===== src/sv/tdoa_pkg.sv =====
`timescale 1ns / 1ps
// ----------------------------------------------------------------------------
// TDOA localizer package
// Shared widths, status and register codes, and the job record that passes
// from the front part to the divider back part.
// ----------------------------------------------------------------------------
`default_nettype none

package tdoa_pkg;

  localparam int unsigned FIELD_W  = 20;
  localparam int unsigned POS_W    = 32;
  localparam int unsigned STAT_W   = 2;
  localparam int unsigned CIDX_W   = 2;

  localparam int unsigned DIFF_W   = 21;
  localparam int unsigned SQ_W     = 42;
  localparam int unsigned SUM_W    = 23;
  localparam int unsigned QS_W     = 44;
  localparam int unsigned AZ_W     = 46;
  localparam int unsigned PP_W     = 48;
  localparam int unsigned NUM_W    = 70;
  localparam int unsigned MAG_W    = 69;
  localparam int unsigned DEN_W    = 46;
  localparam int unsigned GMAG_W   = 22;
  localparam int unsigned LANES    = 3;

  localparam int unsigned DEF_FRACTION_BITS = 8;
  localparam int unsigned RESET_UNITS       = 10;

  localparam logic [STAT_W-1:0] STAT_OK          = 2'd0;
  localparam logic [STAT_W-1:0] STAT_ZERO_ENERGY = 2'd1;
  localparam logic [STAT_W-1:0] STAT_SINGULAR    = 2'd2;

  localparam logic [CIDX_W-1:0] CFG_HALF_SIDE = 2'd0;
  localparam logic [CIDX_W-1:0] CFG_HEIGHT    = 2'd1;

  typedef struct packed {
    logic [LANES-1:0][MAG_W-1:0] mag;
    logic [LANES-1:0]            neg;
    logic [DEN_W-1:0]            den_xy;
    logic [DEN_W-1:0]            den_z;
    logic [STAT_W-1:0]           status;
  } job_t;

endpackage

`default_nettype wire


===== src/sv/tdoa_queue.sv =====
`timescale 1ns / 1ps
// ----------------------------------------------------------------------------
// TDOA localizer job queue
// Two-entry queue between the front pipeline and the divider back part.
// ----------------------------------------------------------------------------
`default_nettype none

module tdoa_queue (
  input  logic           clk_i,
  input  logic           rst_ni,
  input  tdoa_pkg::job_t wr_job_i,
  input  logic           wr_valid_i,
  output logic           wr_ready_o,
  output tdoa_pkg::job_t rd_job_o,
  output logic           rd_valid_o,
  input  logic           rd_ready_i
);
  import tdoa_pkg::*;

  job_t       slot_q [2];
  logic       wptr_q, rptr_q;
  logic [1:0] cnt_q;
  logic       push, pop;

  assign wr_ready_o = (cnt_q != 2'd2);
  assign rd_valid_o = (cnt_q != 2'd0);
  assign rd_job_o   = slot_q[rptr_q];
  assign push       = wr_valid_i && wr_ready_o;
  assign pop        = rd_valid_o && rd_ready_i;

  always_ff @(posedge clk_i or negedge rst_ni) begin
    if (!rst_ni) begin
      wptr_q <= 1'b0;
      rptr_q <= 1'b0;
      cnt_q  <= 2'd0;
    end else begin
      if (push) begin
        wptr_q <= !wptr_q;
      end
      if (pop) begin
        rptr_q <= !rptr_q;
      end
      cnt_q <= cnt_q + 2'(push) - 2'(pop);
    end
  end

  always_ff @(posedge clk_i) begin
    if (push) begin
      slot_q[wptr_q] <= wr_job_i;
    end
  end

endmodule

`default_nettype wire


===== config.mk =====
export PLATFORM = sky130hd
export DESIGN_NAME = tdoa_queue
export DESIGN_NICKNAME = d
export VERILOG_FILES = /design/src/sv/tdoa_pkg.sv /design/src/sv/tdoa_queue.sv
export SDC_FILE = /design/constraint.sdc
export NUM_CORES = 1
export LEC_CHECK = 0
export ABC_AREA = 0
export BUFFER_PORTS_ARGS = -buffer_cell sky130_fd_sc_hd__buf_2
export CELL_PAD_IN_SITES_DETAIL_PLACEMENT = 0
export CELL_PAD_IN_SITES_GLOBAL_PLACEMENT = 1
export CORE_ASPECT_RATIO = 0.75
export CORE_MARGIN = 2
export CORE_UTILIZATION = 40
export DETAILED_ROUTE_END_ITERATION = 8
export PLACE_DENSITY = 0.83
export SLEW_MARGIN = 30
export SYNTH_ARGS = -nofsm -noshare
export SYNTH_HDL_FRONTEND = slang
export SYNTH_SLANG_ARGS = --single-unit

===== constraint.sdc =====
create_clock -name clk_i -period 17.15 [get_ports clk_i]
set_input_delay 0 -clock clk_i [delete_from_list [all_inputs] [get_ports clk_i]]
set_output_delay 0 -clock clk_i [all_outputs]
set_load 0.01 [all_outputs]

==> impl_metrics.toml, run 1 <==
[run_status]
outcome = "finished clean"

[yosys]
synth_seq_cells = 612
synthDistinctLibCells = 19
yosysSeqAreaShare = 0.792
ys.warnings.count = 0
synth_ff_type = "edfxtp_1"
synth_nets = 1277
avgSynthCellArea_um2 = 24.0
async_flop_share = 0.00654
synth-edff-count = 608
synthCells = 968
syn_area_um2 = 23200

[layout]
fin_nets = 2239
drive_above_1_share = 0.513
postLayoutCoreUtil = 0.558
final_common_cell = "buf_2"
area.growth.synth_to_final_pct = 38.1
mostFrequentLayoutCells = "buf_2, edfxtp_1, dlygate4sd3_1, mux2_4, clkbuf_16"
nFillCells = 4284
layout.cells.non_filler = 2760

[floorplan]
start_util = 0.404
core_um2 = 57300
fp.dieArea_um2 = 59900
io_pins = 614
num_rows = 76
dieHeight_um = 213
die_w_um = 282

[cts]
clockBufferDepth = 3
clock_sinks = 612
tritoncts = "yes"
h-tree-depth = 2
clk_latency_ns = 0.59
cts_resized = 0
path_clk_slew_ns = 0.06
numCtsBuffers = 57
cts-root-buf = "clkbuf_16"

[sta]
timing.fmax_mhz = 231
setup_viol = 0
fin_tns_setup_ns = 0
finClkSkew_ns = 0.0165
period_share = 0.253
hold_viol = 0
maxSlewHeadroom = 0.365
timing.final.ws_setup_ns = 12.81
fin_crit_ns = 4.34
worstMarginPinSlew_ns = 0.952
grt_setup_unrepaired = "false"
slew_viol_final = 0

[placed_design]
portBuffers = 613
hpwl_um = 34500
pre_cts_slack_ns = 13.00
dp.cells = 2341
routabilityCongestion = 0.810

[grt]
antenna_found_initial = 2
grt_pass1_wl_um = 77100
grt_pass1_vias = 13500
grt_max_degree = 72
gr-usage-all-layers = 0.169
gr-total-overflow = 0

[detailed_routing]
wirelength_um = 54000
wl_per_cell_um = 19.6
drc_errors = 0
via_per_inst = 4.63
postRouteAntennaNets = 0
drt_iter0_drc = 838
firstDrtPassIters = 5
via_count = 12800

[pwr]
p_per_area_nw_per_um2 = 158
p_leak_nw = 12.7
sequentialPowerShare = 0.427
power_frac_comb = 0.326
peakVddDrop_mv = 0.104
p_int_w = 0.00360
p_sw_w = 0.00148
total_power_w = 0.00508
switching_share = 0.291
clockPowerShare = 0.246

[setup_path]
endpoint_kind = "output pin"
required_ns = 17.15
arrival_ns = 4.34
criticalPathCategory = "reg2out"
critPathMaxFanout = 60
setup.worst_path.start_class = "register"

[worst_hold_path]
hold_class = "in2reg"

[job]
drv_cap = 0
==> power groups by stage <==
stage	logic (W)	registers (W)	clock network [W]
CTS	0.00166	0.00217	0.00128
finish	0.00166	0.00217	0.00125
global route	0.00176	0.00219	0.00134
detailed placement	0.00159	0.00220	0
global placement	0.00157	0.00218	0
floorplan	0.00112	0.00229	0
==> final timing paths <==
kind	from	to	slack (ns)	depth (start not counted)
hold reg to reg	wptr_q	wptr_q	0.56	1
max in group asynchronous	rst_ni	rptr_q	16.61	3
min in group asynchronous	rst_ni	rptr_q	0.34	3
setup / recovery	rptr_q	rd_job_o[204]	12.81	6
hold / removal	wr_job_i[297]	slot_q[0][297]	0.13	2
setup reg to reg	cnt_q[0]	slot_q[1][146]	13.81	4
==> cell usage after synthesis, types with 2 or more instances <==
cell type	count	share of area
dfrtp_1	4	0.0043
nor2_1	3	0.00049
mux2_2	54	0.026
buf_6	29	0.014
xnor2_1	3	0.0011
edfxtp_1	608	0.79
nand2_1	2	0.00032
mux2_4	250	0.16
buf_2	5	0.0011
==> repair_timing <==
action	in CTS	in global routing
setup buffers	0	0
endpoints found under the hold margin	616	0
hold buffers	308	0
==> worst max-delay path, cell delays in order (launching register included) <==
cell and delay (ns):
dfrtp_4 0.99, buf_4 0.73, buf_4 0.46, buf_16 0.31, buf_6 0.61, mux2_4 0.36
buf_2 0.14
==> layout make-up <==
class / instances / area [um2] / area share
timing repair buffer: 937 / 6350 / 0.198
antenna: 3 / 7.51 / 0.000234
clock buffer: 78 / 1550 / 0.0483
tap: 780 / 976 / 0.0305
sequential: 612 / 18400 / 0.573
multi-input combinational: 322 / 4500 / 0.140
clock inverter: 28 / 289 / 0.00903
==> cells by family (layout without fill, tap and decap cells) <==
group	count (synthesis)	count (layout)	synth area share
flops	612	612	0.792
mux	304	304	0.188
buf+inv	34	1043	0.0152
simple gates	11	11	0.00254
compound gates	3	3	0.00102
other cells	0	3	0
fa+ha+maj	1	1	0.000539
xor+xnor	3	3	0.00113
==> routing by layer <==
metal	GRT usage	part of all wire	vias to the layer above
met1	0.201	0.39	6359
met3	0.0381	0.063	92
met4	0.0570	0.026	0
met2	0.302	0.52	510
met5	0	0	-
li1	-	-	5808
==> metrics by stage <==
step,area (um2),hold WS [ns]
3_3_place_gp,27000,-0.190
2_1_floorplan,23200,-0.296
4_1_cts,31900,0.0668
6_report,32000,0.130
3_5_place_dp,27000,-0.190
5_1_grt,32000,0.0997
==> registers in the layout, indices dropped and copies added (netlist names) <==
register	count
cnt_q	2
rptr_q	1
slot_q	608
wptr_q	1
Note: power is estimated with default switching activity, not from simulation.
==> inputs of run 2 (changes only) <==
- clock period: 17.15 -> 4.4 ns (I/O delays scaled with it)
==> run 2 against run 1 <==
Effect of this change: cell count is 0.94% higher; critical path type unchanged; sequential power increased to 3.8 times the previous value; largest cell class unchanged; via count rose by 2.2%; highest routed layer is now met5; flip-flop and latch count is the same.
==> impl_metrics.toml, run 2 (synthesized netlist as in run 1, its figures left out) <==
[cts]
postCtsSetupBuffers = 0
clock_sinks = 612
numCtsBuffers = 57
path_clk_slew_ns = 0.06
tritoncts = "yes"
h-tree-depth = 2
clockBufferDepth = 3
cts-root-buf = "clkbuf_16"
clk_latency_ns = 0.60

[run_status]
outcome = "finished clean"

[sta]
hold_viol = 0
fin_crit_ns = 2.61
grt_setup_unrepaired = "false"
finClkSkew_ns = 0.00973
setup_viol = 0
timing.fmax_mhz = 384
slew_viol_final = 0
maxSlewHeadroom = 0.542
period_share = 0.593
fin_tns_setup_ns = 0
worstMarginPinSlew_ns = 0.686

[setup_path]
crit-reg2reg-launch = "cnt_q[0]"
endpoint_kind = "output pin"
r2r_cells = 5
critPathMaxFanout = 51
worstSetupStartpoint = "rptr_q"
required_ns = 4.40
criticalPathCategory = "reg2out"
arrival_ns = 2.61
setup.worst_path.start_class = "register"
timing.reg2reg.setup_slack_ns = 2.11
r2r_end = "slot_q[0][224]"

[placed_design]
portBuffers = 613
hpwl_um = 36600
routabilityCongestion = 0.786

[pwr]
p_leak_nw = 12.9
switching_share = 0.297
peakVddDrop_mv = 0.433
power_frac_comb = 0.343
p_per_area_nw_per_um2 = 619
total_power_w = 0.0200
p_int_w = 0.0141
clockPowerShare = 0.240
sequentialPowerShare = 0.417
p_sw_w = 0.00593

[detailed_routing]
drc_errors = 0
via_count = 13000
wl_per_cell_um = 19.9
firstDrtPassIters = 5
via_per_inst = 4.68
wirelength_um = 55400
drt_iter0_drc = 830
postRouteAntennaNets = 0

[grt]
grt_pass1_vias = 14000
gr-total-overflow = 0
gr-usage-all-layers = 0.175
grt_max_degree = 87
antenna_found_initial = 7
grt_pass1_wl_um = 79700

[layout]
largest_reg_flops = 608
drive_above_1_share = 0.522
multi_input_area_um2 = 4510
mostFrequentLayoutCells = "buf_2, edfxtp_1, dlygate4sd3_1, mux2_4, clkbuf_16"
regArea_um2 = 18400
largestRegisters = "slot_q (608), cnt_q (2)"
area.growth.synth_to_final_pct = 39.3
nFillCells = 4245
fin_nets = 2264
final_common_cell = "buf_2"
regMostFlops = "slot_q"

[floorplan]
num_rows = 76
start_util = 0.404
dieHeight_um = 213
core_um2 = 57300
die_w_um = 282
fp.dieArea_um2 = 59900
io_pins = 614

[worst_hold_path]
holdPathStages = 2
min-delay-start = "wr_job_i[201]"
hold_class = "in2reg"
hold_path_end = "slot_q[0][201]"

[job]
drv_cap = 0
## run 2: cell types whose count changed in the layout (fill, tap and decap cells not counted), moves of 2 or more
cell / previous run / this run
buf_4: 9 / 28
clkinv_8: 0 / 2
clkinv_1: 11 / 19
buf_12: 0 / 12
clkbuf_1: 19 / 6
buf_16: 3 / 1
clkbuf_16: 59 / 57
clkinv_2: 8 / 10
diode_2: 3 / 6
buf_6: 4 / 0
## run 2: routing by layer
metal  global-route usage  vias up  share of wire
li1                     -     5872              -
met1                0.202     6540           0.38
met2                0.310      491           0.51
met3               0.0487      141          0.070
met4               0.0701        4          0.036
met5                    0        -        0.00029
## run 2: power by group through the flow
stage	Combinational (W)	Sequential, W	Clock [W]
after global routing	0.00728	0.00844	0.00515
final	0.00687	0.00834	0.00479
after CTS	0.00692	0.00834	0.00491
after floorplan	0.00438	0.00852	0
after detailed placement	0.00667	0.00845	0
after global placement	0.00648	0.00845	0
## run 2: worst max path at each step
stage                           endpoint  slack, ns
after global placement    slot_q[1][301]       2.09
after global routing       rd_job_o[188]       1.68
final                      rd_job_o[188]       1.79
after floorplan             slot_q[0][0]      -1.13
after CTS                  rd_job_o[188]       1.74
after detailed placement   slot_q[0][41]       2.06
## run 2: area by class of cell
class,instances,area share
timing repair buffer,962,0.205
antenna,6,0.000465
clock inverter,41,0.0114
tap,780,0.0302
multi-input combinational,322,0.140
clock buffer,63,0.0448
sequential,612,0.568
## run 2: metrics by stage
stage	cell area [um2]	setup slack (ns)	utilization	std cells	hold WS [ns]
6_report	32300	1.79	0.563	2786	0.126
4_1_cts	32300	1.74	0.563	2780	0.0783
3_5_place_dp	27400	2.06	0.478	2368	-0.184
3_3_place_gp	27300	2.09	0.477	2366	-0.188
5_1_grt	32300	1.68	0.563	2785	0.0957
2_1_floorplan	23200	-1.13	-	968	-0.296
## run 2: timing repair
action | in CTS | in global routing
gates resized for setup | 0 | 0
hold buffers | 308 | 0
endpoints found under the setup margin | 0 | 0
endpoints found under the hold margin | 633 | 0
## run 2: worst max-delay path: stages, from the launching register on
cell     delay (ns)
dfrtp_4        0.74
buf_16         0.29
buf_12         0.38
mux2_4         0.35
buf_2          0.15
==> inputs of run 3 (changes only) <==
- clock period: 4.4 -> 2.6 ns (I/O delays scaled with it)
==> run 3 against run 2 <==
Effect of this change: global-route usage down 0.25 points; first-iteration DRC count shrank 18%; clock skew grew 0.018 ns; combinational power up 72%; core utilization rose by 0.12 points; register-to-register slack worse by 1.4 ns; clock-buffer cell count grew 6; wire length is 0.68% lower; critical path type unchanged; highest routed layer unchanged.
==> impl_metrics.toml, run 3 (synthesized netlist as in run 1, its figures left out) <==
[run_status]
outcome = "finished clean"

[layout]
regMostFlops = "slot_q"
area.growth.synth_to_final_pct = 39.6
fin_nets = 2271
largest_reg_flops = 608
mostFrequentLayoutCells = "buf_2, edfxtp_1, dlygate4sd3_1, mux2_4, clkbuf_16"
final_common_cell = "buf_2"
drive_above_1_share = 0.523
largestRegisters = "slot_q (608), cnt_q (2)"

[worst_hold_path]
holdPathStages = 2
min-delay-start = "wr_job_i[21]"
hold_path_end = "slot_q[1][21]"
hold_class = "in2reg"

[sta]
hold_viol = 0
period_share = 0.906
finClkSkew_ns = 0.0279
grt_setup_unrepaired = "false"
whs_ns = 0.118
slew_viol_final = 0
timing.final.ws_setup_ns = 0.244
timing.fmax_mhz = 424
worstMarginPinSlew_ns = 0.505
fin_crit_ns = 2.36
maxSlewHeadroom = 0.663
setup_viol = 0

[detailed_routing]
drc_errors = 0
wl_per_cell_um = 19.8
postRouteAntennaNets = 0
via_count = 13000
drt_iter0_drc = 680
firstDrtPassIters = 5
via_per_inst = 4.65
wirelength_um = 55100

[placed_design]
pre_cts_slack_ns = 0.708
portBuffers = 613
routabilityCongestion = 0.812
hpwl_um = 36000

[setup_path]
max_stage_delay_ns = 0.63
crit_slowest_cell = "dfrtp_4"
criticalPathCategory = "reg2out"
setup.worst_path.start_class = "register"
required_ns = 2.60
timing.reg2reg.setup_slack_ns = 0.71
arrival_ns = 2.36
crit-reg2reg-launch = "cnt_q[0]"
r2r_cells = 4
critPathMaxFanout = 23
cp_top_family = "buffers and inverters"
path_buf_inv = 3
worstPathCellList = "buf_12 -> buf_4 -> mux2_2 -> buf_2"
endpoint_kind = "output pin"
r2r_end = "slot_q[1][226]"
worstSetupStartpoint = "rptr_q"

[pwr]
p_leak_nw = 12.9
peakVddDrop_mv = 0.960
p_per_area_nw_per_um2 = 1050

[grt]
gr-total-overflow = 0
grt_pass1_vias = 13800
antenna_found_initial = 7
grt_max_degree = 58
grt_pass1_wl_um = 78400
gr-usage-all-layers = 0.173

[cts]
tritoncts = "yes"
numCtsBuffers = 58
clk_latency_ns = 0.60
h-tree-depth = 2
path_clk_slew_ns = 0.06
cts-root-buf = "clkbuf_16"
clock_sinks = 612
postCtsSetupBuffers = 0
clockBufferDepth = 3

[floorplan]
die_w_um = 282
fp.dieArea_um2 = 59900
io_pins = 614
core_um2 = 57300
start_util = 0.404
num_rows = 76
dieHeight_um = 213

[job]
drv_cap = 0
-- run 3: cell types whose count changed in the layout (fill, tap and decap cells not counted), sizes merged --
cell,change
clkinv,-7
buf,+6
clkbuf,+6
bufinv,-2
diode,-2
clkinvlp,+1
-- run 3: timing repair --
item                                   in CTS  in global routing
resized for setup                           0                  0
setup endpoints to repair                   0                  0
hold buffers                              308                  0
endpoints found under the hold margin     626                  0
-- run 3: routing by layer --
layer	global-route usage	routed length, um	vias up
li1	-	-	5871
met1	0.196	21000	6451
met2	0.308	28300	491
met3	0.0466	3770	135
met4	0.0712	1970	6
met5	0	30	-
-- run 3: metrics by stage --
| step | util | power [W] | cell area [um2] | instances | setup TNS (ns) |
|---|---|---|---|---|---|
| 6_report | 0.565 | 0.0338 | 32400 | 2788 | 0 |
| 3_3_place_gp | 0.479 | 0.0254 | 27500 | 2374 | 0 |
| 3_5_place_dp | 0.479 | 0.0256 | 27500 | 2374 | 0 |
| 4_1_cts | 0.564 | 0.0341 | 32400 | 2784 | 0 |
| 5_1_grt | 0.565 | 0.0353 | 32400 | 2787 | 0 |
| 2_1_floorplan | - | 0.0218 | 23200 | 968 | -1538.95 |
-- run 3: worst max-delay path by stage --
stage,depth (start not counted),to,slack [ns]
after CTS,4,rd_job_o[10],0.17
after detailed placement,4,slot_q[1][295],0.71
after global routing,4,rd_job_o[11],0.11
after global placement,4,slot_q[1][228],0.77
after floorplan,3,slot_q[0][0],-2.93
final,4,rd_job_o[10],0.24
-- run 3: cell type report --
class | instances | area, um2
Multi-Input combinational cell | 322 | 4510
Clock inverter | 33 | 275
Clock buffer | 69 | 1510
Timing Repair Buffer | 968 | 6730
Sequential cell | 612 | 18400
Tap cell | 780 | 976
Antenna cell | 4 | 10.0
Fill cell | 4253 | 25000
-- run 3: worst register-to-register path, delay by kind of cell, from the launching register on --
kind | cells | cell delay (ns)
buffers and inverters | 2 | 0.59
AND/OR/NAND/NOR | 2 | 0.54
flip-flops | 1 | 0.43
-- run 3: power by group --
| group | switching [W] | internal, W | total (W) | leakage (nW) |
|---|---|---|---|---|
| Combinational | 0.00589 | 0.00586 | 0.0118 | 6.32 |
| Sequential | 0.000609 | 0.0135 | 0.0141 | 5.70 |
| Clock | 0.00350 | 0.00453 | 0.00803 | 0.871 |
